**src/ptw_pkg.sv**
```systemverilog
// ----------------------------------------------------------------------------
// ptw_pkg
// Shared types, constants, microcode store and address helpers for the Sv32
// page-table walker.
// ----------------------------------------------------------------------------
package ptw_pkg;

  localparam int unsigned MEM_WORDS = 4096;
  localparam int unsigned MEM_AW    = $clog2(MEM_WORDS);

  localparam int unsigned MODE_W   = 2;
  localparam int unsigned VA_W     = 32;
  localparam int unsigned IDX_W    = 12;
  localparam int unsigned DATA_W   = 32;
  localparam int unsigned STATUS_W = 2;
  localparam int unsigned ROOT_W   = 22;

  localparam logic [DATA_W-1:0] ENTRY_VALID    = 32'h0000_0001;
  localparam logic [DATA_W-1:0] ENTRY_ACCESSED = 32'h0000_0040;
  localparam logic [DATA_W-1:0] ENTRY_DIRTY    = 32'h0000_0080;

  typedef logic [MEM_AW-1:0] slot_t;

  typedef enum logic [MODE_W-1:0] {
    MODE_XLATE_RD = 2'd0,
    MODE_XLATE_WR = 2'd1,
    MODE_STORE    = 2'd2,
    MODE_LOAD     = 2'd3
  } mode_e;

  typedef enum logic [STATUS_W-1:0] {
    STATUS_OK            = 2'd0,
    STATUS_FIRST_INVALID = 2'd1,
    STATUS_LEAF_INVALID  = 2'd2
  } status_e;

  // Microprogram step addresses
  typedef enum logic [3:0] {
    STEP_CLEAR  = 4'd0,
    STEP_IDLE   = 4'd1,
    STEP_WALK   = 4'd2,
    STEP_CHECK  = 4'd3,
    STEP_UPDATE = 4'd4,
    STEP_FLT1   = 4'd5,
    STEP_FLT2   = 4'd6,
    STEP_STORE  = 4'd7,
    STEP_LOAD   = 4'd8
  } step_e;

  typedef enum logic [2:0] {
    ADDR_CLEAR,
    ADDR_PORT,
    ADDR_WALK,
    ADDR_LEAF_Q,
    ADDR_WIDX_Q
  } addr_sel_e;

  typedef enum logic [1:0] {
    WD_ZERO,
    WD_ITEM,
    WD_LEAF_SET
  } wd_sel_e;

  typedef enum logic [2:0] {
    RES_NONE,
    RES_PA,
    RES_FIRST_BAD,
    RES_LEAF_BAD,
    RES_ZERO,
    RES_RDATA
  } res_e;

  typedef enum logic [2:0] {
    C_NEXT,
    C_JUMP,
    C_CLR_BUSY,
    C_DISPATCH,
    C_ENTRY_BAD
  } cond_e;

  typedef struct packed {
    logic      in_ready;
    logic      capture_leaf;
    logic      clr_inc;
    logic      mem_rd;
    logic      mem_wr;
    addr_sel_e addr_sel;
    wd_sel_e   wd_sel;
    res_e      res;
    cond_e     cond;
    step_e     target;
  } ctl_t;

  typedef struct packed {
    logic  clr_last;
    logic  entry_bad;
    logic  in_fire;
    logic  stall;
    mode_e in_mode;
  } flags_t;

  localparam ctl_t CTL_NOP = '{
    in_ready:     1'b0,
    capture_leaf: 1'b0,
    clr_inc:      1'b0,
    mem_rd:       1'b0,
    mem_wr:       1'b0,
    addr_sel:     ADDR_PORT,
    wd_sel:       WD_ZERO,
    res:          RES_NONE,
    cond:         C_NEXT,
    target:       STEP_IDLE
  };

  // Control store: one word per step
  function automatic ctl_t ucode_rom(step_e step);
    ctl_t c;
    c = CTL_NOP;
    unique case (step)
      STEP_CLEAR: begin
        c.addr_sel = ADDR_CLEAR;
        c.mem_wr   = 1'b1;
        c.wd_sel   = WD_ZERO;
        c.clr_inc  = 1'b1;
        c.cond     = C_CLR_BUSY;
        c.target   = STEP_CLEAR;
      end
      STEP_IDLE: begin
        c.in_ready = 1'b1;
        c.addr_sel = ADDR_PORT;
        c.mem_rd   = 1'b1;
        c.cond     = C_DISPATCH;
        c.target   = STEP_IDLE;
      end
      STEP_WALK: begin
        c.addr_sel     = ADDR_WALK;
        c.mem_rd       = 1'b1;
        c.capture_leaf = 1'b1;
        c.cond         = C_ENTRY_BAD;
        c.target       = STEP_FLT1;
      end
      STEP_CHECK: begin
        c.cond   = C_ENTRY_BAD;
        c.target = STEP_FLT2;
      end
      STEP_UPDATE: begin
        c.addr_sel = ADDR_LEAF_Q;
        c.mem_wr   = 1'b1;
        c.wd_sel   = WD_LEAF_SET;
        c.res      = RES_PA;
        c.cond     = C_JUMP;
        c.target   = STEP_IDLE;
      end
      STEP_FLT1: begin
        c.res    = RES_FIRST_BAD;
        c.cond   = C_JUMP;
        c.target = STEP_IDLE;
      end
      STEP_FLT2: begin
        c.res    = RES_LEAF_BAD;
        c.cond   = C_JUMP;
        c.target = STEP_IDLE;
      end
      STEP_STORE: begin
        c.addr_sel = ADDR_WIDX_Q;
        c.mem_wr   = 1'b1;
        c.wd_sel   = WD_ITEM;
        c.res      = RES_ZERO;
        c.cond     = C_JUMP;
        c.target   = STEP_IDLE;
      end
      STEP_LOAD: begin
        c.res    = RES_RDATA;
        c.cond   = C_JUMP;
        c.target = STEP_IDLE;
      end
      default: begin
        c.cond   = C_JUMP;
        c.target = STEP_IDLE;
      end
    endcase
    return c;
  endfunction

  // Mapping of an accepted item's mode to its first step
  function automatic step_e dispatch(mode_e mode);
    step_e s;
    unique case (mode)
      MODE_STORE: s = STEP_STORE;
      MODE_LOAD:  s = STEP_LOAD;
      default:    s = STEP_WALK;
    endcase
    return s;
  endfunction

  function automatic slot_t byte_slot(logic [VA_W-1:0] byte_addr);
    return byte_addr[MEM_AW+1:2];
  endfunction

  function automatic slot_t word_slot(logic [IDX_W-1:0] idx);
    logic [31:0] w;
    w = 32'(idx);
    return w[MEM_AW-1:0];
  endfunction

  // root << 12 | VPN[1] << 2, kept to 32 bits
  function automatic logic [VA_W-1:0] first_addr(logic [ROOT_W-1:0] root,
                                                 logic [VA_W-1:0] va);
    return {root[19:0], va[31:22], 2'b00};
  endfunction

  // PPN(entry) << 12 | VPN[0] << 2, kept to 32 bits
  function automatic logic [VA_W-1:0] leaf_addr(logic [DATA_W-1:0] entry,
                                                logic [VA_W-1:0] va);
    return {entry[29:10], va[21:12], 2'b00};
  endfunction

  function automatic logic [VA_W-1:0] phys_of(logic [DATA_W-1:0] entry,
                                              logic [VA_W-1:0] va);
    return {entry[29:10], va[11:0]};
  endfunction

endpackage

```
**src/ptw_seq.sv**
```systemverilog
// ----------------------------------------------------------------------------
// ptw_seq
// Microcode sequencer: step counter, control store lookup and next-step
// selection with conditional jumps and mode dispatch.
// ----------------------------------------------------------------------------
module ptw_seq (
  input  logic            clk_i,
  input  logic            rst_ni,
  input  ptw_pkg::flags_t flags_i,
  output ptw_pkg::ctl_t   ctl_o
);
  import ptw_pkg::*;

  step_e upc_q, upc_d;
  ctl_t  ctl;

  assign ctl   = ucode_rom(upc_q);
  assign ctl_o = ctl;

  always_comb begin
    upc_d = step_e'(upc_q + 1'b1);
    if (flags_i.stall) begin
      upc_d = upc_q;
    end else begin
      unique case (ctl.cond)
        C_NEXT:      upc_d = step_e'(upc_q + 1'b1);
        C_JUMP:      upc_d = ctl.target;
        C_CLR_BUSY:  upc_d = flags_i.clr_last ? step_e'(upc_q + 1'b1) : ctl.target;
        C_DISPATCH:  upc_d = flags_i.in_fire ? dispatch(flags_i.in_mode) : ctl.target;
        C_ENTRY_BAD: upc_d = flags_i.entry_bad ? ctl.target : step_e'(upc_q + 1'b1);
        default:     upc_d = STEP_IDLE;
      endcase
    end
  end

  always_ff @(posedge clk_i or negedge rst_ni) begin
    if (!rst_ni) begin
      upc_q <= STEP_CLEAR;
    end else begin
      upc_q <= upc_d;
    end
  end

endmodule

```
**config.mk**
```make
export PLATFORM = sky130hd
export DESIGN_NAME = ptw_seq
export DESIGN_NICKNAME = d
export VERILOG_FILES = /design/src/ptw_pkg.sv /design/src/ptw_seq.sv
export SDC_FILE = /design/constraint.sdc
export NUM_CORES = 1
export LEC_CHECK = 0
export BUFFER_PORTS_ARGS = -buffer_cell sky130_fd_sc_hd__buf_4
export CAP_MARGIN = 20
export CORE_UTILIZATION = 39
export DETAILED_ROUTE_END_ITERATION = 7
export GPL_TIMING_DRIVEN = 0
export PLACE_DENSITY = 0.73
export REMOVE_ABC_BUFFERS = 1
export SLEW_MARGIN = 20
export SYNTH_ARGS = -nofsm -noshare
export SYNTH_HDL_FRONTEND = slang
export SYNTH_SLANG_ARGS = --single-unit
```
**constraint.sdc**
```tcl
create_clock -name clk_i -period 1.4 [get_ports clk_i]
set_input_delay 0.21 -clock clk_i [delete_from_list [all_inputs] [get_ports clk_i]]
set_output_delay 0.21 -clock clk_i [all_outputs]
set_load 0.01 [all_outputs]
```
==> results of run 1 <==
-- per-layer routing --
| metal | global-route usage | routed length, microns |
|---|---|---|
| met1 | 0.2746 | 699 |
| met2 | 0.4083 | 1019 |
| met3 | 0.08092 | 129 |
| met4 | 0.07759 | 57 |
| met5 | 0 | 0 |
-- power breakdown --
part,internal [mW],total [mW],switching [mW]
clock network,0.0963,0.151,0.0552
registers,0.163,0.243,0.0802
logic,1.23,2.19,0.958
total,1.49,2.58,1.09
-- Yosys cell counts (all sizes together) --
library cell,number
nand2,8
o21ai,7
buf,6
nor2,6
inv,5
and2,4
dfrtp,4
ha,4
or2,4
nand3,3
nor3,3
a22o,2
a32oi,2
nand2b,2
nand3b,2
a21oi,1
a31oi,1
and2b,1
clkbuf,1
conb,1
mux2i,1
nand4,1
o21a,1
o31a,1
o31ai,1
o32ai,1
or3,1
-- logic make-up after synthesis --
group                      after synthesis  synth area share
muxes                                    1           0.01882
AOI/OAI and AO/OA                       17            0.2141
adders and majority gates                4           0.09412
and+or+nand+nor                         35            0.3529
DFF                                      4            0.1882
buffers and inverters                   12            0.1247
other                                    1          0.007052
-- what timing repair did --
item                                    in CTS  in global routing
gates resized for setup                     28                 24
hold buffers                                 1                  0
endpoints found under the hold margin        4                  0
setup buffers                                9                 10
endpoints found under the setup margin      23                 23
pin swaps                                    0                  3
-- through the flow --
stage,worst slack (ns),TNS [ns],util,cells
5_1_grt,-0.4400,-5.896,0.8776,130
3_5_place_dp,-0.3947,-3.524,0.5876,107
6_report,-0.3944,-4.880,0.8776,130
4_1_cts,-0.3760,-4.963,0.7447,120
3_3_place_gp,-0.3806,-3.200,0.5876,107
2_1_floorplan,-0.2059,-0.9880,-,67
-- path summary, 6_finish.rpt --
path / end / from
worst max-delay path: ctl_o[0] / upc_q[0]$_DFFE_PN0N_
worst min-delay path: upc_q[0]$_DFFE_PN0N_ / flags_i[2]
worst max register to register: upc_q[0]$_DFFE_PN0N_ / upc_q[1]$_DFFE_PN0N_
worst min register to register: upc_q[1]$_DFFE_PN0N_ / upc_q[1]$_DFFE_PN0N_
max in group asynchronous: upc_q[0]$_DFFE_PN0N_ / rst_ni
min in group asynchronous: upc_q[2]$_DFFE_PN0N_ / rst_ni
-- worst max-delay path: cells and delay by family, from the launching register on --
kind          cells  cell delay [ns]
simple gates      2             0.58
flops             1             0.46
buf+inv           1             0.12
fa+ha+maj         1             0.19
-- layout make-up --
| cell class | count | area share |
|---|---|---|
| sequential | 4 | 0.09976 |
| tap | 14 | 0.01683 |
| clock buffer | 3 | 0.02163 |
| inverter | 5 | 0.02284 |
| multi-input combinational | 58 | 0.4471 |
| timing repair buffer | 46 | 0.3918 |
==> flow_summary.ini, run 1 <==
[status]
status = finished with violations
violations = negative setup slack

[cells_and_area]
mostFrequentLayoutCells = buf_4, buf_6, nand2_1
top_register = upc_q
largest_reg_flops = 4
fin_nets = 130
final_common_cell = buf_4
regArea_sq_um = 103.9
fillers = 59
layout-drive-gt1-share = 0.6293
syn2layout_area_growth_pct = 95.77
multi_input_comb_area_sq_um = 465.4
num_antenna_cells = 0
top_regs = upc_q: 4 flops
fin_area_sq_um = 1041

[floorplanning]
die_h_microns = 38.93
die_x_microns = 38.93
row_count = 12
die_area_sq_um = 1515
ios = 28
core_area_sq_um = 1186
initial_core_util = 0.4483

[worst_setup_path]
rrSetupSlack_ns = -0.26
worstSetupStartpointType = register
reg2reg_depth = 7
cpPeakStageDelay_ns = 0.46
path_max_fanout = 4
crit_slowest_cell = dfrtp_2
critPathKind = register to output pin
critPathArrivalTime_ns = 1.58
endpoint_kind = output pin
path_cells = ha_4 > or3_4 > or2_4 > buf_6
cp.required_ns = 1.19

[clocking]
clkSinkCount = 4
htreeDepth = 1
clk_latency_ns = 0.25
clockRootBuffer = clkbuf_4
cts_tree = yes
clk_pin_slew_worst_paths_ns = 0.03
clk_path_buf_depth = 2
cts-buffers-inserted = 3

[global_routing]
grt_pass1_wl_microns = 2408
grt_usage = 0.2389
antenna_found_initial = 0
gr-total-overflow = 0
grt_pass1_vias = 561
grt_max_degree = 11

[route]
num_vias = 715
drtIter0Drc = 15
first_pass_iters = 4
drt_wl_total_microns = 1906
drc = 0
antenna_left = 0
via_per_inst = 5.500
wl_per_cell_microns = 14.66

[placed_design]
dp.final_hpwl_microns = 1001
gp_congestion = 0.7669
dpl_cell_area_sq_um = 696.9
port-buffer-count = 26

[power_and_ir_drop]
ir_drop_uv = 1366
total_power_mw = 2.581
power_density_nw_per_um2 = 2479
p_leak_nw = 0.5274

[synth]
synth_top_cell_area_share = 0.1882
syn_inst = 74
avgSynthCellArea_sq_um = 7.186
yosysSeqAreaShare = 0.1882
synth_area_leaders = dfrtp_1, ha_1, o21ai_0
ys_warn_count = 0
ys_types = 30
ys_ff_latch = 4
synth_top_cell_by_area = dfrtp_1
syn_area_sq_um = 531.8

[run]
max_cap_violations = 0

[sta]
period_needed_ns = 1.794
finalClockSkew_ns = 0.01072
finalCritPeriodShare = 1.282
rsz0062_at_grt = true
maxSlewViolCount = 0
hold_viol_final = 0
fin_ws_ns = -0.3944
finalSetupViolCount = 23
hold_slack_ns = 0.2003
max_freq_mhz = 557.3

[min_path]
hold_path_class = primary input to register
hold-path-cell-count = 2
No activity file was read; power rests on OpenSTA's default activity.
==> run 2: changes to the inputs <==
==> constraint.sdc (replaced) <==
create_clock -name clk_i -period 1.4 [get_ports clk_i]
set_input_delay 0.28 -clock clk_i [delete_from_list [all_inputs] [get_ports clk_i]]
set_output_delay 0.28 -clock clk_i [all_outputs]
set_load 0.01 [all_outputs]
==> flow_summary.ini, run 2 (synthesis gave the netlist of run 1 again) <==
[status]
status = finished with violations
violations = negative setup slack

[floorplanning]
die_area_sq_um = 1515
ios = 28
initial_core_util = 0.4483
core_area_sq_um = 1186
row_count = 12
die_h_microns = 38.93
die_x_microns = 38.93

[run]
max_cap_violations = 0

[route]
drt_wl_total_microns = 1501
via_per_inst = 5.248
first_pass_iters = 2
antenna_left = 0
drtIter0Drc = 4
drc = 0
num_vias = 635
wl_per_cell_microns = 12.40

[power_and_ir_drop]
ir_drop_uv = 1257
power_density_nw_per_um2 = 2465
p_leak_nw = 0.4663

[placed_design]
port-buffer-count = 26
gp_congestion = 0.7669
dp.final_hpwl_microns = 1001
dpl_cell_area_sq_um = 696.9
dpl_worst_slack_ns = -0.4647
dp_cells = 107

[clocking]
cts_tree = yes
htreeDepth = 1
clkSinkCount = 4
clk_path_buf_depth = 2
clockRootBuffer = clkbuf_4
cts-buffers-inserted = 3
clk_latency_ns = 0.24
clk_pin_slew_worst_paths_ns = 0.03

[min_path]
hold-path-cell-count = 2
hold_path_class = primary input to register
holdCritStartpoint = flags_i[2]

[cells_and_area]
fin_area_sq_um = 930.9
regArea_sq_um = 102.6
num_antenna_cells = 0
top_register = upc_q
layout-drive-gt1-share = 0.5607
syn2layout_area_growth_pct = 75.06
fin_util = 0.7848
fin_nets = 121
multi_input_comb_area_sq_um = 442.9
final_cells = 121
mostFrequentLayoutCells = buf_4, buf_6, nand2_1
top_regs = upc_q: 4 flops
final_common_cell = buf_4
fillers = 87
largest_reg_flops = 4

[worst_setup_path]
critPathArrivalTime_ns = 1.57
r2r_start = upc_q[1]$_DFFE_PN0N_
cp.required_ns = 1.12
path_max_fanout = 4
crit_path_start = upc_q[0]$_DFFE_PN0N_
reg2reg_depth = 7
endpoint_kind = output pin
critPathKind = register to output pin
worstSetupStartpointType = register

[sta]
max_freq_mhz = 540.2
hold_slack_ns = 0.2637
hold_viol_final = 0
maxSlewViolCount = 0
finalCritPeriodShare = 1.322
fin_ws_ns = -0.4512
finalClockSkew_ns = 0.007598
period_needed_ns = 1.851
finalSetupViolCount = 23
rsz0062_at_grt = true

[global_routing]
grt_usage = 0.2317
grt_max_degree = 11
antenna_found_initial = 0
grt_pass1_vias = 542
grt_pass1_wl_microns = 2325
gr-total-overflow = 0
==> run 2: cell count changes in the layout (fill, tap and decap cells not counted), sizes merged <==
cell	before	now
buf	45	36
==> run 2: path summary, 6_finish.rpt <==
check	end	slack, ns
max in group asynchronous	upc_q[0]$_DFFE_PN0N_	0.91
min reg2reg	upc_q[1]$_DFFE_PN0N_	0.58
min	upc_q[0]$_DFFE_PN0N_	0.26
max	ctl_o[0]	-0.45
max reg2reg	upc_q[0]$_DFFE_PN0N_	-0.28
min in group asynchronous	upc_q[2]$_DFFE_PN0N_	0.37
==> run 2: cell type report <==
class                           instances  area share
Clock buffer                            3     0.02419
Multi-Input combinational cell         58      0.4758
Timing Repair Buffer                   37      0.3454
Tap cell                               14     0.01882
Sequential cell                         4      0.1102
Inverter                                5     0.02554
==> run 2: power breakdown <==
part	internal [mW]	total [mW]	switching, mW
logic	1.07	1.90	0.825
clock network	0.0960	0.146	0.0496
registers	0.160	0.250	0.0891
total	1.33	2.30	0.964
==> run 2: metal layers <==
| metal | up-vias | wire, microns | global-route usage |
|---|---|---|---|
| met4 | 0 | 16 | 0.08621 |
| li1 | 319 | - | - |
| met3 | 2 | 97 | 0.08671 |
| met5 | - | 0 | 0 |
| met2 | 31 | 751 | 0.3833 |
| met1 | 283 | 635 | 0.2676 |
==> run 2: through the flow <==
| stage | TNS, ns | power [mW] |
|---|---|---|
| after floorplan | -1.553 | 0.9871 |
| after global routing | -6.968 | 2.463 |
| after detailed placement | -4.637 | 1.538 |
| after CTS | -6.233 | 2.110 |
| after global placement | -4.278 | 1.522 |
| final | -5.751 | 2.295 |
==> run 2: what timing repair did <==
item                                   in CTS  in global routing
gates resized for setup                    28                 11
pin swaps                                   0                  1
buffers inserted                            7                  3
endpoints found under the hold margin       4                  0
setup endpoints to repair                  23                 23
hold buffers                                1                  0
==> run 2: critical path, cell delays in order (launching register included) <==
cell,delay (ns)
dfrtp_2,0.45
ha_4,0.19
or3_4,0.34
or2_4,0.24
buf_6,0.12
